$ cat config.mk
export PLATFORM = sky130hd
export DESIGN_NAME = deadline_timer_table
export DESIGN_NICKNAME = d
export VERILOG_FILES = /design/src/hdl/dtt_pkg.sv /design/src/hdl/deadline_timer_table.sv
export SDC_FILE = /design/constraint.sdc
export NUM_CORES = 2
export LEC_CHECK = 0
export ABC_CLOCK_PERIOD_IN_PS = 8500
export BUFFER_PORTS_ARGS = -buffer_cell sky130_fd_sc_hd__buf_4
export CAP_MARGIN = 10
export CORE_MARGIN = 3
export CORE_UTILIZATION = 35
export DETAILED_ROUTE_END_ITERATION = 8
export SYNTH_ARGS = -nofsm -noshare
export SYNTH_HDL_FRONTEND = slang
export SYNTH_SLANG_ARGS = --single-unit
$ cat constraint.sdc
create_clock -name clk -period 8.5 [get_ports clk]
set_clock_uncertainty 0.05 [all_clocks]
set_input_delay 0.425 -clock clk [delete_from_list [all_inputs] [get_ports clk]]
set_output_delay 0.425 -clock clk [all_outputs]
set_load 0.01 [all_outputs]
$ cat src/hdl/dtt_pkg.sv
// dtt_pkg: types, codes and constants of the deadline timer table.
// Used by hdl/deadline_timer_table.sv. No dependencies.
package dtt_pkg;

	localparam int SLOTS_DEF   = 16;
	localparam int MAX_RESULTS = 16;
	localparam int RCW         = $clog2(MAX_RESULTS + 1);
	localparam logic [31:0] WINDOW_RESET = 32'd3600000; // one hour in ms
	localparam logic [47:0] TIME_MAX     = {48{1'b1}};

	typedef enum logic [2:0] {
		CMD_ADD     = 3'd0,
		CMD_CANCEL  = 3'd1,
		CMD_REFRESH = 3'd2,
		CMD_RESET   = 3'd3,
		CMD_EXPIRE  = 3'd4,
		CMD_QUERY   = 3'd5
	} cmd_t;

	typedef enum logic [1:0] {
		ST_OK       = 2'd0,
		ST_INACTIVE = 2'd1,
		ST_FULL     = 2'd2,
		ST_NONE     = 2'd3
	} status_t;

	typedef enum logic [3:0] {
		S_IDLE,
		S_EXEC,
		S_ADJ,
		S_MIN,
		S_DUE,
		S_CNT,
		S_SEL,
		S_EMIT,
		S_FIN
	} state_t;

	typedef struct packed {
		logic [2:0]  command;
		logic [3:0]  slot;
		logic [31:0] period_ms;
		logic        recurring;
		logic        restart;
		logic [47:0] now_ms;
	} req_t;

	typedef struct packed {
		logic [1:0]  status;
		logic [3:0]  slot_out;
		logic        new_earliest;
		logic [47:0] time_to_next;
		logic        any_active;
		logic        last;
	} res_t;

	// deadline + period, saturating at the top of the time range
	function automatic logic [47:0] sat_add(input logic [47:0] t, input logic [31:0] p);
		logic [48:0] s;
		s = {1'b0, t} + {17'b0, p};
		return s[48] ? TIME_MAX : s[47:0];
	endfunction

endpackage

$ cat src/hdl/deadline_timer_table.sv
// deadline_timer_table: timer slot table with add, cancel, refresh, reset,
// expire and query commands. Depends on hdl/dtt_pkg.sv.
//
// A request is taken when start is high and busy is low; busy stays high until
// the command has finished. Results appear on result for one cycle each with
// result_valid high and cannot be held off. The earliest-deadline and due
// scans visit one slot per cycle; add finds its free slot combinationally.
// Cancel and refresh end after the execute step; add and query scan the table
// (add on a full table does not); a reset that changes a slot adjusts it, then scans.
// Expire scans for due slots, then once per reported slot, at most 16 reported,
// one result per reported slot. The rollover window register is written through
// cfg_valid/cfg_data at any time the block is idle.
module deadline_timer_table #(
	parameter int SLOTS = dtt_pkg::SLOTS_DEF
) (
	input  logic          clk,
	input  logic          arst_n,
	input  logic          start,
	output logic          busy,
	input  dtt_pkg::req_t request,
	output logic          result_valid,
	output dtt_pkg::res_t result,
	input  logic          cfg_valid,
	output logic          cfg_ready,
	input  logic [31:0]   cfg_data
);

	localparam int IW = (SLOTS > 1) ? $clog2(SLOTS) : 1;
	localparam int SW = (IW > 4) ? IW : 4;
	localparam int CW = $clog2(SLOTS + 1);

	dtt_pkg::state_t state_q, state_d;

	logic [SLOTS-1:0] act_q, recf_q, due_q;
	logic [47:0]      prev_q;
	logic             tickle_q;
	logic [31:0]      window_q;
	logic             roll_q, any_fin_q, bv_q, place_q, res_valid_q;
	logic [IW-1:0]    scan_q, best_q, tgt_q;
	logic [dtt_pkg::RCW-1:0] cnt_q, nrep_q;

	dtt_pkg::req_t    req_q;
	dtt_pkg::res_t    res_q;
	logic [1:0]       status_q;
	logic [47:0]      dl_q  [SLOTS];
	logic [31:0]      per_q [SLOTS];
	logic [47:0]      best_dl_q, start_q;

	logic [SW-1:0]    s_ext, tgt_ext, best_ext;
	logic [IW-1:0]    sidx, free_idx, rd_idx;
	logic             ok_slot, vs, free_found, any_act, scan_last, cand, better, emit_last;
	logic [47:0]      rd_dl;
	logic [31:0]      rd_per, oldp;
	logic [CW-1:0]    pc;

	assign s_ext    = SW'(req_q.slot);
	assign sidx     = s_ext[IW-1:0];
	assign tgt_ext  = SW'(tgt_q);
	assign best_ext = SW'(best_q);
	assign ok_slot  = 32'(req_q.slot) < 32'(SLOTS);
	assign vs       = ok_slot && act_q[sidx];
	assign any_act  = |act_q;
	assign scan_last = scan_q == IW'(SLOTS - 1);
	assign pc       = CW'($countones(due_q));
	assign emit_last = (cnt_q + 1'b1) == nrep_q;

	always_comb begin
		free_found = 1'b0;
		free_idx   = '0;
		for (int i = SLOTS - 1; i >= 0; i--) begin
			if (!act_q[i]) begin
				free_found = 1'b1;
				free_idx   = IW'(i);
			end
		end
	end

	// outputs and the single table read port
	always_comb begin
		busy      = state_q != dtt_pkg::S_IDLE;
		cfg_ready = 1'b1;
		case (state_q)
			dtt_pkg::S_EXEC: rd_idx = (req_q.command == dtt_pkg::CMD_ADD) ? free_idx : sidx;
			dtt_pkg::S_ADJ:  rd_idx = sidx;
			dtt_pkg::S_EMIT: rd_idx = best_q;
			default:         rd_idx = scan_q;
		endcase
	end

	assign rd_dl  = dl_q[rd_idx];
	assign rd_per = per_q[rd_idx];
	assign oldp   = ok_slot ? rd_per : 32'd0;
	assign cand   = (state_q == dtt_pkg::S_SEL) ? due_q[rd_idx] : act_q[rd_idx];
	assign better = cand && (!bv_q || rd_dl < best_dl_q);

	assign result_valid = res_valid_q;
	assign result       = res_q;

	always_comb begin
		state_d = state_q;
		case (state_q)
			dtt_pkg::S_IDLE: if (start) state_d = dtt_pkg::S_EXEC;
			dtt_pkg::S_EXEC: begin
				case (req_q.command)
					dtt_pkg::CMD_ADD:
						state_d = free_found ? dtt_pkg::S_MIN : dtt_pkg::S_FIN;
					dtt_pkg::CMD_RESET:
						state_d = ((req_q.period_ms == oldp && !req_q.restart) || !vs)
							? dtt_pkg::S_FIN : dtt_pkg::S_ADJ;
					dtt_pkg::CMD_EXPIRE:
						state_d = any_act ? dtt_pkg::S_DUE : dtt_pkg::S_FIN;
					dtt_pkg::CMD_QUERY: state_d = dtt_pkg::S_MIN;
					default:            state_d = dtt_pkg::S_FIN;
				endcase
			end
			dtt_pkg::S_ADJ:  state_d = dtt_pkg::S_MIN;
			dtt_pkg::S_MIN:  if (scan_last) state_d = dtt_pkg::S_FIN;
			dtt_pkg::S_DUE:  if (scan_last) state_d = dtt_pkg::S_CNT;
			dtt_pkg::S_CNT:  state_d = (pc == '0) ? dtt_pkg::S_FIN : dtt_pkg::S_SEL;
			dtt_pkg::S_SEL:  if (scan_last) state_d = dtt_pkg::S_EMIT;
			dtt_pkg::S_EMIT: state_d = emit_last ? dtt_pkg::S_IDLE : dtt_pkg::S_SEL;
			dtt_pkg::S_FIN:  state_d = dtt_pkg::S_IDLE;
			default:         state_d = dtt_pkg::S_IDLE;
		endcase
	end

	// control state
	always_ff @(posedge clk or negedge arst_n) begin
		if (!arst_n) begin
			state_q     <= dtt_pkg::S_IDLE;
			act_q       <= '0;
			recf_q      <= '0;
			due_q       <= '0;
			prev_q      <= '0;
			tickle_q    <= 1'b0;
			window_q    <= dtt_pkg::WINDOW_RESET;
			roll_q      <= 1'b0;
			any_fin_q   <= 1'b0;
			bv_q        <= 1'b0;
			place_q     <= 1'b0;
			res_valid_q <= 1'b0;
			scan_q      <= '0;
			cnt_q       <= '0;
			nrep_q      <= '0;
		end else begin
			state_q     <= state_d;
			res_valid_q <= 1'b0;
			if (cfg_valid) window_q <= cfg_data;
			case (state_q)
				dtt_pkg::S_EXEC: begin
					scan_q  <= '0;
					bv_q    <= 1'b0;
					place_q <= 1'b0;
					case (req_q.command)
						dtt_pkg::CMD_ADD: if (free_found) begin
							act_q[free_idx]  <= 1'b1;
							recf_q[free_idx] <= req_q.recurring;
							place_q          <= 1'b1;
						end
						dtt_pkg::CMD_CANCEL: if (vs) act_q[sidx] <= 1'b0;
						dtt_pkg::CMD_EXPIRE: if (any_act) begin
							roll_q <= ({1'b0, req_q.now_ms} + {17'b0, window_q})
								< {1'b0, prev_q};
							prev_q <= req_q.now_ms;
						end
						default: ;
					endcase
				end
				dtt_pkg::S_ADJ: place_q <= 1'b1;
				dtt_pkg::S_MIN, dtt_pkg::S_SEL: begin
					if (better) bv_q <= 1'b1;
					scan_q <= scan_q + 1'b1;
				end
				dtt_pkg::S_DUE: begin
					due_q[scan_q] <= act_q[scan_q] && (roll_q || rd_dl <= req_q.now_ms);
					scan_q <= scan_q + 1'b1;
				end
				dtt_pkg::S_CNT: begin
					nrep_q <= (32'(pc) > 32'(dtt_pkg::MAX_RESULTS))
						? dtt_pkg::RCW'(dtt_pkg::MAX_RESULTS) : dtt_pkg::RCW'(pc);
					// due slots beyond the report limit stay active
					any_fin_q <= (32'(pc) > 32'(dtt_pkg::MAX_RESULTS))
						|| (|(act_q & ~(due_q & ~recf_q)));
					cnt_q  <= '0;
					scan_q <= '0;
					bv_q   <= 1'b0;
				end
				dtt_pkg::S_EMIT: begin
					due_q[best_q] <= 1'b0;
					if (!recf_q[best_q]) act_q[best_q] <= 1'b0;
					cnt_q       <= cnt_q + 1'b1;
					scan_q      <= '0;
					bv_q        <= 1'b0;
					res_valid_q <= 1'b1;
				end
				dtt_pkg::S_FIN: begin
					res_valid_q <= 1'b1;
					if (place_q && bv_q && best_q == tgt_q && !tickle_q) tickle_q <= 1'b1;
					if (req_q.command == dtt_pkg::CMD_QUERY && bv_q) tickle_q <= 1'b0;
				end
				default: ;
			endcase
		end
	end

	// payload: request, slot table, scan results
	always_ff @(posedge clk) begin
		case (state_q)
			dtt_pkg::S_IDLE: if (start) req_q <= request;
			dtt_pkg::S_EXEC: begin
				status_q <= dtt_pkg::ST_OK;
				tgt_q    <= sidx;
				case (req_q.command)
					dtt_pkg::CMD_ADD: begin
						if (!free_found) status_q <= dtt_pkg::ST_FULL;
						else begin
							per_q[free_idx] <= req_q.period_ms;
							dl_q[free_idx]  <= dtt_pkg::sat_add(req_q.now_ms, req_q.period_ms);
							tgt_q           <= free_idx;
						end
					end
					dtt_pkg::CMD_CANCEL: if (!vs) status_q <= dtt_pkg::ST_INACTIVE;
					dtt_pkg::CMD_REFRESH: begin
						if (!vs) status_q <= dtt_pkg::ST_INACTIVE;
						else dl_q[sidx] <= dtt_pkg::sat_add(req_q.now_ms, rd_per);
					end
					dtt_pkg::CMD_RESET: begin
						if (!(req_q.period_ms == oldp && !req_q.restart)) begin
							if (!vs) status_q <= dtt_pkg::ST_INACTIVE;
						end
						if (req_q.restart) start_q <= req_q.now_ms;
						else start_q <= (rd_dl >= 48'(oldp)) ? rd_dl - 48'(oldp) : 48'd0;
					end
					dtt_pkg::CMD_EXPIRE: if (!any_act) status_q <= dtt_pkg::ST_NONE;
					default: ;
				endcase
			end
			dtt_pkg::S_ADJ: begin
				per_q[sidx] <= req_q.period_ms;
				dl_q[sidx]  <= dtt_pkg::sat_add(start_q, req_q.period_ms);
			end
			dtt_pkg::S_MIN, dtt_pkg::S_SEL: if (better) begin
				best_q    <= scan_q;
				best_dl_q <= rd_dl;
			end
			dtt_pkg::S_CNT: if (pc == '0) status_q <= dtt_pkg::ST_NONE;
			dtt_pkg::S_EMIT: begin
				res_q.status       <= dtt_pkg::ST_OK;
				res_q.slot_out     <= best_ext[3:0];
				res_q.new_earliest <= 1'b0;
				res_q.time_to_next <= '0;
				res_q.any_active   <= any_fin_q;
				res_q.last         <= emit_last;
				if (recf_q[best_q]) dl_q[best_q] <= dtt_pkg::sat_add(req_q.now_ms, rd_per);
			end
			dtt_pkg::S_FIN: begin
				res_q.status       <= status_q;
				res_q.slot_out     <= (req_q.command == dtt_pkg::CMD_ADD && place_q)
					? tgt_ext[3:0] : 4'd0;
				res_q.new_earliest <= place_q && bv_q && best_q == tgt_q && !tickle_q;
				if (req_q.command != dtt_pkg::CMD_QUERY) res_q.time_to_next <= '0;
				else if (!bv_q) res_q.time_to_next <= dtt_pkg::TIME_MAX;
				else res_q.time_to_next <= (req_q.now_ms >= best_dl_q)
					? 48'd0 : best_dl_q - req_q.now_ms;
				res_q.any_active   <= any_act;
				res_q.last         <= 1'b1;
			end
			default: ;
		endcase
	end

endmodule

# ---- After elaboration in Yosys (flattened, before gate mapping)
# Memories as Yosys holds them, arrays and structs flattened.
# Cells that the tools add are included.
dict set report classes {
  n_eq_ne 28
  n_mux 123
  reduce_logical 53
  n_addsub 23
  magnitude_cmp 15
  bitwise 11
}
# op n
set op_table {}
lappend op_table {{$mux 48} 11}
lappend op_table {{$add 48x32->49} 4}
lappend op_table {{$mux 4} 31}
lappend op_table {{$pmux 57 s2} 1}
lappend op_table {{$pmux 16 s2} 3}
lappend op_table {{$reduce_or 48->1} 2}
lappend op_table {{$and 16x16->16} 5}
lappend op_table {{$not 16->16} 4}
lappend op_table {{$lt 49x48->1} 1}
lappend op_table {{$ge 48x32->1} 1}
lappend op_table {{$ge 48x48->1} 1}
lappend op_table {{$le 48x48->1} 1}
lappend op_table {{$lt 48x48->1} 1}
lappend op_table {{$mux 16} 3}
lappend op_table {{$sub 48x32->48} 1}
lappend op_table {{$sub 48x48->48} 1}
lappend op_table {{$mux 1} 47}
lappend op_table {{$bwmux 16} 2}
lappend op_table {{$eq 32x32->1} 1}
lappend op_table {{$mux 32} 1}
lappend op_table {{$pmux 4 s8} 1}
lappend op_table {{$reduce_or 16->1} 2}
lappend op_table {{$reduce_or 32->1} 1}
lappend op_table {{$lt 4x5->1 const B} 5}
lappend op_table {{48 further kinds} 122}
dict set report word_totals {
  mem_count 2
  ramBits 1280
  ff_bits 404
  input_bits 125
  elab_cells 287
  out_inout_bits 60
}
# memory depth width read_ports rd_clocked_by_memory_dff wr line_no
set memory_table {}
lappend memory_table {dl_q 16 48 1 0 1 deadline_timer_table.sv:45} ;# logic [47:0] dl_q [SLOTS];
lappend memory_table {per_q 16 32 1 0 1 deadline_timer_table.sv:46} ;# logic [31:0] per_q [SLOTS];

# ---- Logic depth before layout (Yosys ltp)
# An unclocked memory read counts as a cell.
dict set report logic_depth {
  word_depth 25
  mapped_depth 37
  mapped_depth_nobuf 28
}

# ---- Worst setup path after synthesis
# OpenSTA, ideal clock, no wires.
dict set report synth_timing {
  path_kind {register to register}
  start {register state_q[2]}
  end {register best_dl_q[0] (enable)}
  period_less_slack_ns 8.510
  setup_time_ns 0.479
  setup_slack_ns -0.010
  n_path_buf 12
  stages_incl_launch_ff 35
  required_time_ns 7.971
  arrival_time_ns 7.981
  path_cell_list {dfrtp_1 -> buf_6 -> or4b_4 -> buf_6 -> o311ai_4 -> and3_4 -> buf_6 -> a21boi_4 -> buf_6 -> buf_6 -> buf_6 -> buf_2 -> buf_2 -> buf_2 -> buf_2 -> buf_2 -> buf_2 -> nand2_1 -> nand3_1 -> nand3_1 -> a31oi_1 -> ha_1 -> a21o_1 -> a21o_1 -> a21oi_1 -> nor2b_1 -> o21ai_0 -> nand2b_1 -> a21oi_1 -> nor2b_1 -> o21ai_0 -> o21ai_0 -> o21ai_0 -> nand2_1 -> a21oi_1}
}
dict set report synth_between {
  elab_chain_cells 7
  elab_cells_between_ends 17
  classes_between {1 x order compare; 5 x eq/ne; 6 x mux; 4 x reduce/logical; 1 x memory}
}
# item line_no
set synth_lines {}
lappend synth_lines {{from (decl)} deadline_timer_table.sv:32} ;# dtt_pkg::state_t state_q, state_d;
lappend synth_lines {{from (signal assigned)} deadline_timer_table.sv:130} ;# state_q <= dtt_pkg::S_IDLE;
lappend synth_lines {{from (signal assigned)} deadline_timer_table.sv:146} ;# state_q <= state_d;
lappend synth_lines {{$eq 4x3->1, or another cell as far along} deadline_timer_table.sv:82} ;# case (state_q)
lappend synth_lines {{$pmux 4 s3 (*)} deadline_timer_table.sv:82}
lappend synth_lines {{$mem_v2 16x48 (*)} n/a}
lappend synth_lines {{named net rd_dl[25]} deadline_timer_table.sv:52} ;# logic [47:0] rd_dl;
lappend synth_lines {{$lt 48x48->1 (*)} deadline_timer_table.sv:94} ;# assign better = cand && (!bv_q || rd_dl < best_dl_q);
lappend synth_lines {{$logic_or 1x1->1 (*)} deadline_timer_table.sv:94}
lappend synth_lines {{$logic_and 1x1->1 (*)} deadline_timer_table.sv:94}
lappend synth_lines {{$reduce_and 2->1 (no line) (*)} n/a}
lappend synth_lines {{to (signal assigned)} deadline_timer_table.sv:244} ;# best_dl_q <= rd_dl;
lappend synth_lines {{to (decl)} deadline_timer_table.sv:47} ;# logic [47:0] best_dl_q, start_q;
# The timed path passes the listed nets; every way through them passes the cells marked *. The select of a mux whose other input is x is not followed.
# A chain may end at the register's enable or synchronous reset.

# ---- Worst setup path in the final report
dict set report layout_timing {
  start {register state_q[3]}
  end {memory dl_q[8][45] (data pin)}
}
dict set report layout_between {
  elab_chain_cells 8
  elab_cells_between_ends 19
  classes_between {1 x add/sub; 3 x eq/ne; 11 x mux; 1 x bitwise; 2 x reduce/logical; 1 x memory}
}
# item line_no
set layout_lines {}
lappend layout_lines {{$eq 4x3->1, or another cell as far along} {deadline_timer_table.sv:82, deadline_timer_table.sv:208}}
lappend layout_lines {{$pmux 4 s3} deadline_timer_table.sv:82}
lappend layout_lines {{$mem_v2 16x32} n/a}
lappend layout_lines {{$add 48x32->49} dtt_pkg.sv:60} ;# s = {1'b0, t} + {17'b0, p};
lappend layout_lines {{$mux 48} dtt_pkg.sv:61} ;# return s[48] ? TIME_MAX : s[47:0];
lappend layout_lines {{$mux 48 (no line) (2 in a row)} n/a}
lappend layout_lines {{$mux 48 (no line) (*)} n/a}
lappend layout_lines {{to (decl)} deadline_timer_table.sv:45}
# Every way passes the cells marked *; elsewhere a longest branch is shown, timed or not.

==> metrics.yaml <==
sta:
  setup_tns_ns: 0
  worstMarginPinSlew_ns: 1.308
  period_share: 0.9704
  min_period_ns: 8.249
  fmax_mhz: 121.2
  relSlewSlack: 0.1281
  rsz0062_at_grt: "no"
  drv_slew: 0
  hold_viol_final: 0
  final-setup-viol-count: 0
synthesis:
  syn_inst: 7187
  synth_warnings: 0
  yosys.cell_types.count: 110
  synth.top_cell.area_share: 0.5435
  synth_top_cell_by_area: "edfxtp_1"
  synth.area.top_cells: "edfxtp_1 54%, ha_1 5.4%, nand2_1 5.1%, dfrtp_1 4.2%, nand3_1 2.4%"
  syn_area_um2: 84650
  ys_seq_area_frac: 0.5886
  synthArstFlopShare: 0.09026
  synthFlopType: "edfxtp_1"
  ys_ff_latch: 1684
  synth_edf_count: 1532
  avgSynthCellArea_um2: 11.78
  synth_nets: 7690
global_route:
  antenna_found_initial: 20
  grt_pass1_wl_um: 434000
  grt_overflow: 0
  grt_pass1_vias: 60570
  grt_max_degree: 89
  grtUsageTotal: 0.2389
routing:
  viasPerCell: 5.721
  vias: 62700
  drt-wirelength-per-cell_um: 27.78
  drc: 0
  finalWirelength_um: 304400
  dr.first_iter.drc_count: 7109
  ant_nets: 0
  firstDrtPassIters: 6
floorplan:
  die_area_um2: 247800
  core_region_area_um2: 239200
  io_pins: 185
  die_width_um: 497.8
  die_y_um: 497.8
  fp-row-count: 179
  initial_core_util: 0.3539
cells_and_area:
  fin_nets: 8140
  area.growth.synth_to_final_pct: 16.37
  mostFrequentLayoutCells: "1,532 x edfxtp_1, 1,159 x nand2_1, 492 x buf_4"
  final_common_cell: "edfxtp_1"
  fillers: 22360
  multi_input_comb_area_um2: 32290
  regArea_um2: 49820
  drive_gt1_frac: 0.1349
clocking:
  post_cts_buffers: 0
  clock_path_buffers: 3
  clk-insertion-delay-late_ns: 0.87
  numClockSinks: 1684
  clk_pin_slew_ns: 0.07
  cts_buffers: 176
  clockRootBuffer: "clkbuf_16"
  htreeDepth: 4
  cts_tree: "built"
placement:
  gp_congestion: 1.002
  hpwlAfterDp_um: 209900
  numPortBuffers: 183
worst_setup_path:
  arrival_ns: 8.76
  end_kind: "flip-flop"
  worstSetupPathType: "flip-flop to flip-flop"
  cp_max_fo: 23
  r2r_slack_ns: 0.25
  timing.rr.start: "state_q[3]"
  cp-start-kind: "flip-flop"
  worstSetupStartpoint: "state_q[3]"
  required_ns: 9.01
worst_hold_path:
  min_path_type: "primary input to flip-flop"
  hold_path.startpoint: "cfg_valid"
flow_run:
  timing.max_cap.violations: 0
status:
  outcome: "finished clean"
==> layout make-up <==
cell class                      instances  area share
Inverter                              295     0.01129
Clock inverter                        114     0.01432
Antenna cell                           10   0.0002541
Clock buffer                          209     0.04639
Timing Repair Buffer                  636     0.05391
Sequential cell                      1684      0.5058
Multi-Input combinational cell       4844      0.3278
Tap cell                             3167     0.04023
==> critical path: stages, from the launching register on <==
cell and delay [ns]:
dfrtp_1 0.74, and4b_1 0.28, a22oi_1 0.59, buf_4 0.32, nand2_1 0.18, nor2_4 0.70
buf_4 0.37, nand2_1 0.09, a32o_1 0.25, a221oi_2 0.30, nor2_1 0.08, a21oi_1 0.14
buf_4 0.20, ha_1 0.27, and3_1 0.18, o2111ai_1 0.11, a21oi_1 0.07, or3_1 0.42
a21oi_1 0.28, o2bb2ai_1 0.19, o31ai_1 0.14, o41a_1 0.41, and2_1 0.22, buf_4 0.17
nand2b_1 0.19, o31ai_1 0.57, o211ai_1 0.16, buf_4 0.24
==> worst paths after layout <==
check | endpoint | cells past startpoint
hold reg to reg | prev_q[37] | 2
min in group asynchronous | prev_q[16] | 2
setup reg to reg | dl_q[8][45] | 27
setup / recovery | dl_q[8][45] | 27
hold / removal | window_q[17] | 2
max in group asynchronous | recf_q[13] | 3
==> Yosys cell counts, drive strengths merged (16+ instances only) <==
library cell and n:
a21o 134, or3 21, a22oi 54, a21oi 406, xnor2 188, edfxtp 1532
nand4 81, fa 16, mux4 58, nand2 1163, o31ai 62, a311oi 96
o21a 40, and3 117, buf 201, o211ai 51, a221oi 28, a211oi 38
mux2 66, nand3 414, ha 362, or2 19, a22o 17, dfrtp 141
nor3 85, nor4 23, o21ai 286, clkbuf 163, a31oi 68, mux2i 174
nor2 273, nor2b 73, inv 290, o21bai 28, xor2 96, o22ai 51
nand2b 63
==> per-layer routing <==
layer	global-route usage	vias up	share of wire
met5	0	-	0.00015
met4	0.1099	6	0.051
met3	0.04646	598	0.089
met2	0.3709	3043	0.45
met1	0.3232	31330	0.41
li1	-	27720	-
==> per-stage QoR <==
step | setup slack (ns) | utilization | hold WS (ns) | instances | instance area [µm²]
global route | 0.04860 | 0.4117 | 0.08057 | 10950 | 98480
floorplan | 1.157 | - | 0.07941 | 7187 | 84650
finish | 0.2514 | 0.4118 | 0.09427 | 10960 | 98500
detailed placement | 0.02246 | 0.3811 | 0.4208 | 10500 | 91140
global placement | 0.2394 | 0.3810 | 0.4134 | 10500 | 91130
CTS | 0.1737 | 0.4112 | 0.03734 | 10950 | 98350
==> flip-flops by register name, summed over array words and instances, names as in the netlist, 32 cells and up <==
name,flops
req_q,85
window_q,32
prev_q,48
start_q,48
dl_q,768
per_q,512
result,57
best_dl_q,48
==> what timing repair did <==
| item | in CTS | in global routing |
|---|---|---|
| gates resized for setup | 1 | 15 |
| hold buffers | 122 | 0 |
| cloned | 0 | 0 |
| endpoints found under the setup margin | 16 | 328 |
| hold endpoints to repair | 197 | 0 |
==> cells by family (layout without fill, tap and decap cells) <==
kind of cell	after synthesis	after routing	synth area share
and+or+nand+nor	2391	2391	0.1289
DFF	1684	1684	0.5886
AOI/OAI and AO/OA	1492	1492	0.1157
buffers and inverters	659	1254	0.03514
adders and majority gates	378	378	0.05729
muxes	298	298	0.04494
xor gates and xnor gates	284	284	0.02939
other	1	11	0.00004430
Power is not shown: default switching activity piles up to over one toggle a cycle in this logic, so the estimate is an artifact.
